[src/rtl/totient_trial_division_assert.svh]
// ----------------------------------------------------------------------------
// Totient trial division assertion macros
// Concurrent assertion wrappers clocked on i_clk, removed for synthesis.
// ----------------------------------------------------------------------------
`ifndef TOTIENT_TRIAL_DIVISION_ASSERT_SVH
`define TOTIENT_TRIAL_DIVISION_ASSERT_SVH

`ifndef SYNTHESIS
// Checked only while out of reset.
`define TTD_ASSERT(label, prop, msg) \
    label: assert property (@(posedge i_clk) disable iff (!i_rst_n) (prop)) else $error(msg);
// Checked at every edge, reset included.
`define TTD_ASSERT_ALWAYS(label, prop, msg) \
    label: assert property (@(posedge i_clk) (prop)) else $error(msg);
`else
`define TTD_ASSERT(label, prop, msg)
`define TTD_ASSERT_ALWAYS(label, prop, msg)
`endif

`endif

[src/rtl/ttd_pkg.sv]
// ----------------------------------------------------------------------------
// Totient trial division package
// Shared types for the sequencer and the divider.
// ----------------------------------------------------------------------------
`default_nettype none

package ttd_pkg;

    // Status of the shared divider as seen by the sequencer.
    typedef struct packed {
        logic busy;
        logic done;
    } t_div_status;

endpackage

`default_nettype wire

[src/rtl/ttd_divider.sv]
// ----------------------------------------------------------------------------
// Totient trial division shared divider
// Restoring unsigned divider, one quotient bit per cycle.
// ----------------------------------------------------------------------------
`default_nettype none

module ttd_divider #(
    parameter int WIDTH = 32
) (
    input  wire logic               i_clk,
    input  wire logic               i_rst_n,
    input  wire logic               i_start,
    input  wire logic [WIDTH-1:0]   i_num,
    input  wire logic [WIDTH-1:0]   i_den,
    output logic [WIDTH-1:0]        o_quo,
    output logic [WIDTH-1:0]        o_rem,
    output ttd_pkg::t_div_status    o_stat
);

    localparam int CNT_W = (WIDTH > 1) ? $clog2(WIDTH) : 1;

    logic               r_busy;
    logic               r_done;
    logic [CNT_W-1:0]   r_cnt;
    logic [WIDTH-1:0]   r_quo;
    logic [WIDTH-1:0]   r_rem;
    logic [WIDTH-1:0]   r_den;

    logic [WIDTH:0]     w_shift;
    logic [WIDTH:0]     w_diff;
    logic               w_ge;

    // Bring down the next dividend bit and try to subtract the divisor.
    assign w_shift = {r_rem, r_quo[WIDTH-1]};
    assign w_ge    = (w_shift >= {1'b0, r_den});
    assign w_diff  = w_shift - {1'b0, r_den};

    always_ff @(posedge i_clk) begin
        r_done <= 1'b0;
        if (i_start) begin
            r_quo  <= i_num;
            r_rem  <= '0;
            r_den  <= i_den;
            r_cnt  <= CNT_W'(WIDTH - 1);
            r_busy <= 1'b1;
        end else if (r_busy) begin
            r_rem <= w_ge ? w_diff[WIDTH-1:0] : w_shift[WIDTH-1:0];
            r_quo <= {r_quo[WIDTH-2:0], w_ge};
            r_cnt <= r_cnt - 1'b1;
            if (r_cnt == '0) begin
                r_busy <= 1'b0;
                r_done <= 1'b1;
            end
        end
        if (!i_rst_n) begin
            r_busy <= 1'b0;
            r_done <= 1'b0;
        end
    end

    assign o_quo       = r_quo;
    assign o_rem       = r_rem;
    assign o_stat.busy = r_busy;
    assign o_stat.done = r_done;

endmodule

`default_nettype wire

[src/rtl/totient_trial_division.sv]
// ----------------------------------------------------------------------------
// Totient trial division
// Euler's totient of one unsigned integer per transaction by trial division.
// ----------------------------------------------------------------------------
// The block takes one VALUE_BITS-bit unsigned value per input transaction and
// returns phi(value) in one output transaction. Candidate divisors d run from
// 2 upward while d*d <= value; d*d is kept as a running square that grows by
// 2d+1 per step, so the bound needs only an adder. All division goes through
// one shared restoring divider that yields one quotient bit per cycle. Each
// candidate costs one division for its divisibility test; each prime factor
// found adds one division of the running result, one division per further
// power of that factor and one more that finds no further power; a leftover
// prime cofactor adds one more division at the end. The input side is ready
// only while the sequencer is idle. The result sits in an output register,
// and the next item may be accepted while it still waits there.
// ----------------------------------------------------------------------------
`default_nettype none

`include "totient_trial_division_assert.svh"

module totient_trial_division #(
    parameter int VALUE_BITS = 32
) (
    input  wire logic                   i_clk,
    input  wire logic                   i_rst_n,
    input  wire logic                   i_valid,
    output logic                        o_ready,
    input  wire logic [VALUE_BITS-1:0]  i_value,
    output logic                        o_valid,
    input  wire logic                   i_ready,
    output logic [VALUE_BITS-1:0]       o_totient
);

    localparam int W    = VALUE_BITS;
    // The candidate never passes floor(sqrt(2^W)) + 1.
    localparam int D_W  = W / 2 + 2;
    // The running square never passes value + 2*sqrt(value) + 1.
    localparam int SQ_W = W + 2;

    typedef enum logic [2:0] {
        S_IDLE,
        S_CHECK,
        S_WREST,
        S_WACC,
        S_WSTRIP,
        S_FINAL,
        S_WFIN,
        S_DONE
    } t_state;

    t_state             r_state;
    logic [W-1:0]       r_value;
    logic [W-1:0]       r_rest;
    logic [W-1:0]       r_acc;
    logic [D_W-1:0]     r_d;
    logic [SQ_W-1:0]    r_sq;
    logic               r_out_valid;
    logic [W-1:0]       r_totient;
    logic               r_div_start;
    logic [W-1:0]       r_div_num;
    logic [W-1:0]       r_div_den;

    logic [W-1:0]           w_div_quo;
    logic [W-1:0]           w_div_rem;
    ttd_pkg::t_div_status   w_div_stat;
    logic [W-1:0]           w_d_ext;
    logic [SQ_W-1:0]        w_sq_next;

    assign w_d_ext   = {{(W - D_W){1'b0}}, r_d};
    // (d+1)^2 = d^2 + 2d + 1
    assign w_sq_next = r_sq + {{(SQ_W - D_W - 1){1'b0}}, r_d, 1'b1};

    ttd_divider #(
        .WIDTH (W)
    ) u_div (
        .i_clk   (i_clk),
        .i_rst_n (i_rst_n),
        .i_start (r_div_start),
        .i_num   (r_div_num),
        .i_den   (r_div_den),
        .o_quo   (w_div_quo),
        .o_rem   (w_div_rem),
        .o_stat  (w_div_stat)
    );

    always_ff @(posedge i_clk) begin
        r_div_start <= 1'b0;
        if (r_out_valid && i_ready) begin
            r_out_valid <= 1'b0;
        end
        unique case (r_state)
            S_IDLE: begin
                if (i_valid) begin
                    r_value <= i_value;
                    r_rest  <= i_value;
                    r_acc   <= i_value;
                    r_d     <= D_W'(2);
                    r_sq    <= SQ_W'(4);
                    r_state <= S_CHECK;
                end
            end
            S_CHECK: begin
                // Keep trying candidates while d*d does not exceed the input.
                if (r_sq <= {2'b00, r_value}) begin
                    r_div_start <= 1'b1;
                    r_div_num   <= r_rest;
                    r_div_den   <= w_d_ext;
                    r_state     <= S_WREST;
                end else begin
                    r_state <= S_FINAL;
                end
            end
            S_WREST: begin
                if (w_div_stat.done) begin
                    if (w_div_rem == '0) begin
                        // d is a prime factor: scale the result by (d-1)/d,
                        // written as acc - acc/d.
                        r_rest      <= w_div_quo;
                        r_div_start <= 1'b1;
                        r_div_num   <= r_acc;
                        r_div_den   <= w_d_ext;
                        r_state     <= S_WACC;
                    end else begin
                        r_d     <= r_d + 1'b1;
                        r_sq    <= w_sq_next;
                        r_state <= S_CHECK;
                    end
                end
            end
            S_WACC: begin
                if (w_div_stat.done) begin
                    r_acc       <= r_acc - w_div_quo;
                    r_div_start <= 1'b1;
                    r_div_num   <= r_rest;
                    r_div_den   <= w_d_ext;
                    r_state     <= S_WSTRIP;
                end
            end
            S_WSTRIP: begin
                // Divide out every further power of the factor.
                if (w_div_stat.done) begin
                    if (w_div_rem == '0) begin
                        r_rest      <= w_div_quo;
                        r_div_start <= 1'b1;
                        r_div_num   <= w_div_quo;
                        r_div_den   <= w_d_ext;
                    end else begin
                        r_d     <= r_d + 1'b1;
                        r_sq    <= w_sq_next;
                        r_state <= S_CHECK;
                    end
                end
            end
            S_FINAL: begin
                // A cofactor above one left after the search is prime.
                if (r_rest > W'(1)) begin
                    r_div_start <= 1'b1;
                    r_div_num   <= r_acc;
                    r_div_den   <= r_rest;
                    r_state     <= S_WFIN;
                end else begin
                    r_state <= S_DONE;
                end
            end
            S_WFIN: begin
                if (w_div_stat.done) begin
                    r_acc   <= r_acc - w_div_quo;
                    r_state <= S_DONE;
                end
            end
            S_DONE: begin
                if (!r_out_valid || i_ready) begin
                    r_out_valid <= 1'b1;
                    r_totient   <= r_acc;
                    r_state     <= S_IDLE;
                end
            end
            default: begin
                r_state <= S_IDLE;
            end
        endcase
        if (!i_rst_n) begin
            r_state     <= S_IDLE;
            r_out_valid <= 1'b0;
            r_div_start <= 1'b0;
        end
    end

    assign o_ready   = (r_state == S_IDLE);
    assign o_valid   = r_out_valid;
    assign o_totient = r_totient;

    // An accepted transaction keeps the sequencer busy in the next cycle.
    `TTD_ASSERT(a_busy_after_accept, (i_valid && o_ready) |=> !o_ready, "ready after accept")
    // The totient never exceeds the value it was computed from.
    `TTD_ASSERT(a_acc_bound, (r_state == S_DONE) |-> (r_acc <= r_value), "totient above value")
    // The shared divider is never restarted while it is still working.
    `TTD_ASSERT(a_div_free, r_div_start |-> !w_div_stat.busy, "divider restarted while busy")
    // Reset leaves no result pending.
    `TTD_ASSERT_ALWAYS(a_reset_clears, !i_rst_n |=> !o_valid, "result valid after reset")

endmodule

`default_nettype wire

[config.mk]
export PLATFORM = sky130hd
export DESIGN_NAME = totient_trial_division
export DESIGN_NICKNAME = d
export VERILOG_FILES = /design/src/rtl/ttd_pkg.sv /design/src/rtl/ttd_divider.sv /design/src/rtl/totient_trial_division.sv
export VERILOG_INCLUDE_DIRS = /design/src /design/src/rtl
export SDC_FILE = /design/constraint.sdc
export NUM_CORES = 1
export LEC_CHECK = 0
export BUFFER_PORTS_ARGS = -buffer_cell sky130_fd_sc_hd__buf_2
export CAP_MARGIN = 30
export CORE_MARGIN = 2
export CORE_UTILIZATION = 60
export DETAILED_ROUTE_END_ITERATION = 6
export HOLD_SLACK_MARGIN = 0.06
export PLACE_DENSITY = 0.78
export SYNTH_ARGS = -nofsm -noshare
export SYNTH_HDL_FRONTEND = slang
export SYNTH_SLANG_ARGS = --single-unit
[constraint.sdc]
create_clock -name i_clk -period 6.2 [get_ports i_clk]
set_input_delay 1.24 -clock i_clk [delete_from_list [all_inputs] [get_ports i_clk]]
set_output_delay 1.24 -clock i_clk [all_outputs]
set_load 0.05 [all_outputs]
# Word-level counts from Yosys, hierarchy flattened
# Index checks and enable logic that the tools add are counted.
# W data, S select, Z words.
# word_totals
out_inout_bits	34
regBits	352
word_cells	124
inputBits	36
# classes
n_eq_ne	22
bitwise	2
n_mux	53
n_reduce_logical	22
magnitude_cmp	3
add_sub_neg	5
# ops
operator	n
$mux W32	17
$pmux W32 S5	1
$pmux W32 S2	2
$pmux W32 S4	1
$mux W34	3
$pmux W34 S2	1
$sub A32 B32 Y32	2
$mux W18	3
$pmux W18 S2	1
$add A34 B19 Y34	1
$le A34 B32 Y1	1
$ge A33 B32 Y1	1
$gt A32 B1 Y1 const B	1
$logic_not A32 Y1	1
$mux W3	8
$pmux W3 S8	1
$add A18 B1 Y18 const B	1
$ne A2 B2 Y1 const B	8
$ne A2 B1 Y1 const B	7
$mux W1	13
$eq A3 B3 Y1 const B	4
$reduce_and A4 Y1	2
$reduce_and A8 Y1	1
$reduce_and A7 Y1	1
19 further kinds	25

# Logic depth before layout (Yosys ltp)
# Gate-level depths: netlist of the first run.
# logic_depth
word_depth	4
mapped_depth	14
mapped_depth_nobuf	12

# Cells and area by module
# From an unflattened synthesis of the first run, not the netlist that was laid out.
# unflattened
hier_cells	1848
hier_area_um2	19516.2
# by_module_without_submodules
mod	area_each_um2	n_inst	cells_per_inst
totient_trial_division	13588.0	1	1273
ttd_divider	5928.2	1	575

# Worst setup path after synthesis of the first run
# OpenSTA, ideal clock, no wires.
# synth_timing
path_kind	register to register
from	register r_sq[11]
to	register r_div_start
synth_period_minus_slack_ns	4.655
path_slack_ns	1.545
path_stages_with_launch	11
required_ns	6.126
t_arrival_ns	4.582
path_buffers	0
setup_time_ns	0.074
path_cell_list	edfxtp_1 ha_1 a21o_1 a21o_1 a21oi_1 nor2_1 or4_1 o22ai_1 a21oi_1 nor3_1 and4b_1
# synth_via
elab_chain_cells	3
# synth_rtl
element	line	rtl
start: declaration	totient_trial_division.sv:56	logic [SQ_W-1:0] r_sq;
start signal: assignment	totient_trial_division.sv:125	r_sq <= w_sq_next;
start signal: assignment	totient_trial_division.sv:149	r_sq <= w_sq_next;
$le A34 B32 Y1	totient_trial_division.sv:104	if (r_sq <= {2'b00, r_value}) begin
$mux W1	totient_trial_division.sv:104	
$pmux W1 S4	totient_trial_division.sv:91	unique case (r_state)
end signal: assignment	totient_trial_division.sv:87	r_div_start <= 1'b0;
end signal: assignment	totient_trial_division.sv:105	r_div_start <= 1'b1;
end signal: assignment	totient_trial_division.sv:119	r_div_start <= 1'b1;
end: declaration	totient_trial_division.sv:59	logic r_div_start;
# Every way passes these cells.
# A chain may end at the register's enable or synchronous reset.

# Worst setup path after layout of the first run
# layout_timing
from	register r_state[0]
to	register r_div_num[7] (enable)
# layout_via
elab_chain_cells	3
# layout_rtl
element	line	rtl
start: declaration	totient_trial_division.sv:51	t_state r_state;
start signal: assignment	totient_trial_division.sv:99	r_state <= S_CHECK;
start signal: assignment	totient_trial_division.sv:108	r_state <= S_WREST;
start signal: assignment	totient_trial_division.sv:110	r_state <= S_FINAL;
$eq A3 B3 Y1, or another cell as far along	totient_trial_division.sv:91	
$reduce_bool A5 Y1 (no source line), or another cell as far along	-	
$reduce_and A8 Y1 (no source line) *	-	
end signal: assignment	totient_trial_division.sv:106	r_div_num <= r_rest;
end signal: assignment	totient_trial_division.sv:120	r_div_num <= r_acc;
end signal: assignment	totient_trial_division.sv:134	r_div_num <= r_rest;
end: declaration	totient_trial_division.sv:60	logic [W-1:0] r_div_num;
# Mark *: on every way between the ends. The rest lies on a longest branch, timed or not.

==> results.cfg, run 1 <==
[critical_path]
cp_max_fo = 32
path_cells = nor2b_1 -> and2_0 -> nand3_1 -> nor3_1 -> nor3_2 -> buf_4
startpoint_type = flip-flop
endpoint_kind = flip-flop
cp_slowest_cell = and2_0
required_ns = 6.43
path_buf_inv = 1
cp_data_arrival_time_ns = 4.04
path_delay_family = simple AND/OR/NAND/NOR gates
worst-setup-path-type = flip-flop to flip-flop
critPathMaxStageDelay_ns = 0.94

[placed_design]
gp_congestion = 0.947
hpwl_um = 36200
dp_cells = 2310
port-buffer-count = 69

[synth]
synth_top_area_share_pct = 47.9
synth_cells = 1890
yosysWarnings = 0
ys_top_cells_by_area = edfxtp_1 48%, ha_1 7.5%, nand2_1 6.0%, dfxtp_1 4.6%, o21ai_0 4.1%
syn_area_um2 = 19300
async_flop_share_pct = 0
yosys.area.top_type = edfxtp_1
yosys_most_used_dff = edfxtp_1
synth-seq-area-share_pct = 52.5
syn-num-nets = 2044
ys_ff_latch = 352
avgSynthCellArea_um2 = 10.2
synth_enable_flop_cells = 308
synth.distinct_cells = 82

[cells_and_area]
fin_nets = 2103
multiInputGateArea_um2 = 8430
drive_gt1_share_pct = 9.16
diodes = 0
fillCellCount = 2350
final_cells = 2379
synthToLayoutAreaGrowth_pct = 10.8
final-seq-area_um2 = 10100

[floorplanning]
placementRows = 65
start_util_pct = 61.0
coreArea_um2 = 31600
die_y_um = 183
die_w_um = 183
pin_count = 70
dieArea_um2 = 33600

[min_path]
hold_path.class = flip-flop to flip-flop

[clocking]
cts_sinks = 352
hold_buffers = 0
clkTransAtPathRegs_ns = 0.06
tritoncts = yes
cts_htree_levels = 2
cts.repair.resized = 0
clockBufferDepth = 3
clkLatencyLatePin_ns = 0.55
cts-root-buf = clkbuf_16
cts_setup_buffers = 0
cts_inserted_buffers = 38

[global_route]
track_usage_pct = 30.9
grt_max_degree = 78
grt_pass1_vias = 14709
antenna_found_initial = 1
grt_pass1_wl_um = 80600
grt-ovfl-total = 0

[sta]
setup_viol = 0
relSlewSlack_pct = 28.4
fin_crit_ns = 3.81
post-route-period-util_pct = 61.4
hold_violations = 0
worstMarginPinSlew_ns = 1.07
rsz0062_at_grt = no
final.setup_skew_ns = 0.0308
slew_violations = 0
timing.setup.tns_ns = 0
max_freq_mhz = 263

[routing]
drt-met1-wl_um = 20200
drtIter0Drc = 1536
postRouteAntennaNets = 0
drtPass1Iterations = 6
drc = 0
finalWirelength_um = 51700
wl_met2_um = 24600
highest_layer = met5
num_vias = 15158
wl_met3_um = 4320
viasPerCell = 6.37
routedWlPerCell_um = 21.8

[outcome]
outcome = finished, final reports clean

[pwr]
p_per_area_nw_per_um2 = 573
peakVddDrop_uv = 394
finalPower_w = 0.0123
p_leak_nw = 8.69

[job]
maxCapViolations = 0
## Yosys cell counts, drive strengths merged (15+ instances only)
cell	instances
a211oi	18
nand3	34
nor2	113
a22oi	32
o21ai	166
nand2b	28
nor3	36
nor2b	15
nor4	20
clkbuf	58
nand4	22
a21o	45
a311oi	19
edfxtp	308
ha	115
xor2	41
a21oi	99
nand2	310
and3	26
o21a	21
xnor2	43
inv	128
dfxtp	44
## sequential cells by signal, indices dropped and copies added, names as in the netlist
register / count
u_div.r_busy: 1
r_sq: 34
u_div.o_quo: 32
r_state: 3
u_div.r_cnt: 5
r_d: 18
u_div.o_rem: 32
r_div_den: 32
r_rest: 32
r_div_num: 32
o_totient: 32
u_div.r_den: 32
r_div_start: 1
u_div.r_done: 1
r_acc: 32
o_valid: 1
r_value: 32
## worst reg2reg max path, stage by stage (launching register included)
cell	delay, ns
dfxtp_1	0.77
nor2b_1	0.76
and2_0	0.94
nand3_1	0.17
nor3_1	0.45
nor3_2	0.11
buf_4	0.32
## per-layer routing
metal  vias up  global-route usage, %
li1       6994                      -
met1      7226                   40.2
met2       783                   50.9
met3       153                   5.02
met4         2                   14.8
met5         -                      0
## layout make-up
class / count / area share (%)
multi-input combinational: 1341 / 39.4
timing repair buffer: 88 / 2.53
inverter: 128 / 2.25
clock buffer: 49 / 4.88
tap: 402 / 2.35
clock inverter: 19 / 1.23
sequential: 352 / 47.4
## kinds of logic after synthesis
family                     share of synthesized area (%)
and+or+nand+nor                                     15.3
AOI/OAI and AO/OA                                   15.8
DFF                                                 52.5
buffers and inverters                               4.19
adders and majority gates                           7.76
xor gates and xnor gates                            3.81
muxes                                              0.739
## where the power goes
group	internal [W]	total, W	switching (W)
sequential	0.00381	0.00454	0.000731
combinational	0.00194	0.00532	0.00338
clock	0.00145	0.00239	0.000949
total	0.00719	0.0123	0.00506
## worst paths after layout
path	start	endpoint	slack, ns	cells past startpoint
min reg2reg	r_div_den[18]	u_div.r_den[18]	0.42	0
max	r_state[0]	r_div_num[7]	2.39	6
max reg2reg	r_state[0]	r_div_num[7]	2.39	6
min	r_div_den[18]	u_div.r_den[18]	0.42	0
## per-stage QoR
step / cell area, um2 / hold slack [ns] / worst slack (ns) / utilization (%)
floorplan: 19300 / 0.400 / 1.54 / -
detailed placement: 20100 / 0.408 / 2.57 / 63.4
finish: 21400 / 0.420 / 2.39 / 67.6
CTS: 21400 / 0.421 / 2.55 / 67.5
global placement: 20000 / 0.403 / 2.78 / 63.2
global route: 21400 / 0.428 / 2.27 / 67.6
## placed cells by master (no fill, tap or decap), types with 39 or more instances in the layout
| cell type | netlist | final |
|---|---|---|
| a21o_1 | 43 | 42 |
| a21oi_1 | 95 | 95 |
| buf_2 | 2 | 69 |
| clkbuf_16 | 0 | 39 |
| dfxtp_1 | 44 | 43 |
| edfxtp_1 | 308 | 308 |
| ha_1 | 115 | 115 |
| inv_1 | 128 | 128 |
| nand2_1 | 310 | 309 |
| nor2_1 | 113 | 111 |
| o21ai_0 | 157 | 156 |
| xnor2_1 | 43 | 43 |
| xor2_1 | 41 | 41 |
No activity file was read; power rests on OpenSTA's default activity.
==> run 2: changes to the inputs <==
- ABC_AREA: unset -> 1
- CORE_UTILIZATION: 60 -> 57
- PLACE_DENSITY: 0.78 -> 0.77
- clock period: 6.2 -> 3.3 ns (I/O delays scaled with it)
==> run 2 against run 1 <==
  * Worst hold slack worse by 0.14 ns
  * Total power increased by 69%
  * Sequential cell count unchanged
  * Maximum frequency is 38% higher
  * Sequential share of layout area decreased by 3.0 points
  * Combinational power grew 55%
  * Largest cell class unchanged
==> results.cfg, run 2 <==
[outcome]
outcome = finished, final reports clean

[sta]
setup_viol = 0
slew_violations = 0
fin_crit_ns = 2.77
hold_violations = 0
timing.setup.tns_ns = 0
post-route-period-util_pct = 83.8
relSlewSlack_pct = 40.3
max_freq_mhz = 362
rsz0062_at_grt = no
worstMarginPinSlew_ns = 0.894
final.setup_skew_ns = 0.0265

[cells_and_area]
regMostFlops = r_sq
largest_reg_flops = 34
synthToLayoutAreaGrowth_pct = 10.2
mostFrequentLayoutCells = 667 x nand2_1, 356 x inv_1, 308 x edfxtp_1
drive_gt1_share_pct = 7.43
mostFrequentLayoutCell = nand2_1
fin_nets = 2722

[pwr]
sw_frac_of_total_pct = 42.4
p_leak_nw = 10.1
internal-power_w = 0.0119
finalPower_w = 0.0207
peakVddDrop_uv = 539
combPwrFrac_pct = 40.0
p_switching_w = 0.00876
power_frac_seq_pct = 39.5
p_clk_share_pct = 20.5
p_per_area_nw_per_um2 = 904

[clocking]
tritoncts = yes
cts-root-buf = clkbuf_16
clockBufferDepth = 3
cts_htree_levels = 2
clkLatencyLatePin_ns = 0.57
cts.repair.resized = 0
cts_setup_buffers = 0
cts_sinks = 352
cts_inserted_buffers = 39
hold_buffers = 0
clkTransAtPathRegs_ns = 0.06

[floorplanning]
coreArea_um2 = 35700
die_y_um = 195
start_util_pct = 58.1
pin_count = 70
dieArea_um2 = 37900
placementRows = 69
die_w_um = 195

[global_route]
grt_pass1_wl_um = 94100
grt-ovfl-total = 0
grt_max_degree = 67
track_usage_pct = 32.2
grt_pass1_vias = 17101
antenna_found_initial = 0

[routing]
drtIter0Drc = 1739
routedWlPerCell_um = 19.7
drtPass1Iterations = 7
viasPerCell = 5.73
postRouteAntennaNets = 0
drc = 0
num_vias = 17533
finalWirelength_um = 60400

[synth]
syn_area_um2 = 20700
async_flop_share_pct = 0
yosysWarnings = 0
yosys_most_used_dff = edfxtp_1
ys_ff_latch = 352
synth_top_area_share_pct = 44.6
avgSynthCellArea_um2 = 8.32
yosys.area.top_type = edfxtp_1
ys_top_cells_by_area = edfxtp_1 45%, nand2_1 12%, ha_1 6.9%, inv_1 6.5%, o21ai_0 4.9%
synth.distinct_cells = 48
synth-seq-area-share_pct = 48.9
synth.top_cells.by_count = 667 x nand2_1, 357 x inv_1, 308 x edfxtp_1
yosysMostFrequentCell = nand2_1
synth_enable_flop_cells = 308
synth_cells = 2492
syn-num-nets = 2646

[critical_path]
cp_data_arrival_time_ns = 3.02
cp_max_fo = 32
startpoint_type = flip-flop
required_ns = 3.55
endpoint_kind = flip-flop
worst-setup-path-type = flip-flop to flip-flop

[placed_design]
gp_congestion = 0.983
hpwl_um = 45500
port-buffer-count = 69

[job]
maxCapViolations = 0

[min_path]
hold_path.class = input pin to flip-flop
[run 2: logic make-up (layout without fill, tap and decap cells)]
kind of cell / count (synthesis) / in the layout / synth area share [%]
XOR/XNOR: 29 / 29 / 1.23
other: 0 / 1 / 0
flip-flops: 352 / 352 / 48.9
buffers and inverters: 422 / 527 / 7.85
AND/OR/NAND/NOR: 1128 / 1128 / 23.1
AO/OA/AOI/OAI: 443 / 443 / 11.7
adder cells (fa/ha/maj): 118 / 118 / 7.23
[run 2: critical path, cell delays in order, from the launching register on]
cell	delay (ns)
edfxtp_1	0.48
ha_1	0.35
nand2_1	0.12
nor2_1	0.17
nand3_1	0.09
nor2_1	0.20
nand2_1	0.08
nand2_1	0.06
nor2_1	0.04
nand2_1	0.08
nand2_1	0.07
nand2_1	0.10
nand2_1	0.06
nor2_1	0.17
inv_1	0.06
buf_4	0.29
[run 2: path summary, 6_finish.rpt]
path	start	end	slack [ns]	cells past startpoint
worst min-delay path	i_value[30]	r_value[30]	0.28	1
worst min register to register	r_div_den[12]	u_div.r_den[12]	0.42	0
worst max-delay path	r_sq[25]	r_div_num[3]	0.53	15
worst max register to register	r_sq[25]	r_div_num[3]	0.53	15
[run 2: per-stage QoR]
stage	setup slack (ns)	utilization (%)	instance area (um2)	instances	hold WS [ns]
CTS	0.587	64.1	22800	3058	0.259
floorplan	0.153	-	20700	2492	0.400
global route	0.291	64.1	22800	3058	0.267
global placement	0.684	60.6	21600	2988	0.400
detailed placement	0.624	60.6	21600	2988	0.405
finish	0.534	64.1	22800	3059	0.281
[run 2: per-layer routing]
| metal | up-vias | part of all wire, % | wire length (um) | global-route usage, % |
|---|---|---|---|---|
| met5 | - | 0 | 0 | 0 |
| met4 | 0 | 5.3 | 3210 | 16.2 |
| met3 | 155 | 7.1 | 4270 | 5.14 |
| met2 | 687 | 49 | 29400 | 55.8 |
| met1 | 8183 | 39 | 23500 | 39.2 |
| li1 | 8508 | - | - | - |
[run 2: layout make-up]
type | count | area (um2)
inverter | 365 | 1370
multi-input combinational | 1718 | 9010
clock inverter | 25 | 218
sequential | 352 | 10100
antenna | 1 | 2.50
clock buffer | 45 | 1010
timing repair buffer | 92 | 518
fill | 3088 | 12800
tap | 461 | 577
[run 2: power by group through the flow]
stage	registers, W	clock network (W)	logic (W)
2_1_floorplan	0.00762	0	0.00586
3_3_place_gp	0.00814	0	0.00789
3_5_place_dp	0.00817	0	0.00811
4_1_cts	0.00810	0.00431	0.00817
5_1_grt	0.00824	0.00446	0.00930
6_report	0.00816	0.00424	0.00826
==> run 3: changes to the inputs <==
- ABC_AREA: 1 -> 0
- clock period: 3.3 -> 2.2 ns (I/O delays scaled with it)
==> run 3 against run 2 <==
  * The run now ends with negative setup slack left
  * First-iteration DRC count increased by 38%
  * Die area decreased by 6.7%
  * Sequential share of layout area decreased by 7.4 points
  * Routed wire length increased by 20%
  * Final cell count decreased by 5.8%
  * Critical endpoint is now r_div_num[25]
==> results.cfg, run 3 (same netlist as run 1, synthesis figures left out) <==
[sta]
slew_violations = 0
post-route-period-util_pct = 132
setup_ws_ns = -0.708
setup_viol = 234
worstMarginPinSlew_ns = 1.22
rsz0062_at_grt = yes
final.setup_skew_ns = 0.0312
hold_violations = 0
max_freq_mhz = 344
relSlewSlack_pct = 18.4
fin_crit_ns = 2.91

[routing]
drtPass1Iterations = 7
num_vias = 18750
drtIter0Drc = 2397
drc = 0
finalWirelength_um = 72500
postRouteAntennaNets = 0
viasPerCell = 6.50
routedWlPerCell_um = 25.2

[min_path]
hold_path.class = input pin to flip-flop
min_from = i_value[24]

[floorplanning]
die_w_um = 188
die_y_um = 188
placementRows = 67
dieArea_um2 = 35400
pin_count = 70
start_util_pct = 57.7
coreArea_um2 = 33400

[global_route]
grt_max_degree = 57
track_usage_pct = 35.8
grt-ovfl-total = 0
grt_pass1_vias = 17935
antenna_found_initial = 4
grt_pass1_wl_um = 98300

[pwr]
peakVddDrop_uv = 1030
p_per_area_nw_per_um2 = 1750
p_leak_nw = 11.4

[cells_and_area]
regMostFlops = r_sq
largest_reg_flops = 34
synthToLayoutAreaGrowth_pct = 42.2
mostFrequentLayoutCells = 381 x buf_4, 308 x edfxtp_1, 287 x nand2_1
utilization_pct = 82.1
fin_nets = 2557
drive_gt1_share_pct = 37.2
mostFrequentLayoutCell = buf_4

[clocking]
cts_inserted_buffers = 40
cts_sinks = 352
hold_buffers = 0
clockBufferDepth = 3
cts_htree_levels = 2
clkLatencyLatePin_ns = 0.57
tritoncts = yes
clkTransAtPathRegs_ns = 0.06
cts-root-buf = clkbuf_16

[outcome]
violations = negative setup slack
outcome = complete, but fails checks

[critical_path]
r2r_cells = 12
rr_endpoint = r_div_num[25]
cp_data_arrival_time_ns = 3.17
rr_startpoint = u_div.o_rem[0]
r2r_setup_slack_ns = -0.71
cp_max_fo = 8
worst-setup-path-type = flip-flop to flip-flop
cp-startpoint = u_div.o_rem[0]
required_ns = 2.46
endpoint_kind = flip-flop
crit_end = r_div_num[25]
startpoint_type = flip-flop

[job]
maxCapViolations = 0

[placed_design]
gp_congestion = 0.948
preCtsSetupSlack_ns = -0.628
hpwl_um = 41500
port-buffer-count = 69
run 3: cell types whose count changed in the layout (fill, tap and decap cells not counted), sizes merged, moves of 51 or more:
| cell | change |
|---|---|
| buf | +441 |
| inv | -239 |
| nand2 | -368 |
| nand3 | -103 |
| nor2 | -97 |
| o21ai | -51 |
run 3: metal layers:
layer	vias to the layer above	global-route usage [%]	part of all wire (%)
li1	7927	-	-
met1	8921	43.7	34
met2	1429	60.4	47
met3	469	5.52	10
met4	4	21.4	9.2
met5	-	0	0.032
run 3: worst min-delay path by stage:
| stage | cells past startpoint | slack (ns) | endpoint |
|---|---|---|---|
| 5_1_grt | 1 | 0.1 | r_value[24] |
| 3_5_place_dp | 0 | 0.40 | u_div.r_den[31] |
| 4_1_cts | 1 | 0.1 | r_value[24] |
| 2_1_floorplan | 0 | 0.40 | u_div.r_den[0] |
| 3_3_place_gp | 0 | 0.40 | u_div.r_den[1] |
| 6_report | 1 | 0.11 | r_value[24] |
run 3: per-stage QoR:
step,total power (W),TNS [ns],hold slack [ns],cell area (um2),std cells
6_report,0.0481,-97.86,0.110,27500,2883
2_1_floorplan,0.0243,-65.29,0.400,20000,1890
4_1_cts,0.0439,-82.35,0.0978,26500,2854
3_3_place_gp,0.0319,-85.80,0.403,23400,2697
3_5_place_dp,0.0327,-89.02,0.405,23400,2697
5_1_grt,0.0498,-111.82,0.0976,27500,2882
run 3: area by class of cell:
| type | count | area, um2 |
|---|---|---|
| Multi-Input combinational cell | 1341 | 10200 |
| Sequential cell | 352 | 10200 |
| Fill cell | 1667 | 5980 |
| Timing Repair Buffer | 540 | 4620 |
| Clock buffer | 55 | 1080 |
| Tap cell | 448 | 561 |
| Inverter | 128 | 484 |
| Clock inverter | 18 | 323 |
| Antenna cell | 1 | 2.50 |
run 3: repair_timing:
action                                  in CTS  in global routing
buffers inserted                            75                 40
pin swaps                                  126                105
gates resized for setup                    199                166
endpoints found under the setup margin     231                241
gates cloned                                14                  8
run 3: power by group:
part           switching (W)  total, W  internal, W
Sequential           0.00204    0.0128       0.0107
Clock                0.00290   0.00740      0.00450
Combinational         0.0150    0.0279       0.0129
run 3: critical path, cell delays in order (launching register included):
cell	delay (ns)
dfxtp_2	0.35
buf_4	0.15
nor4_2	0.30
nand4_1	0.22
buf_6	0.19
nor2_4	0.11
and2_1	0.19
nor3_1	0.07
a21oi_1	0.17
a21oi_1	0.20
nor3_4	0.27
buf_6	0.18
clkbuf_16	0.17
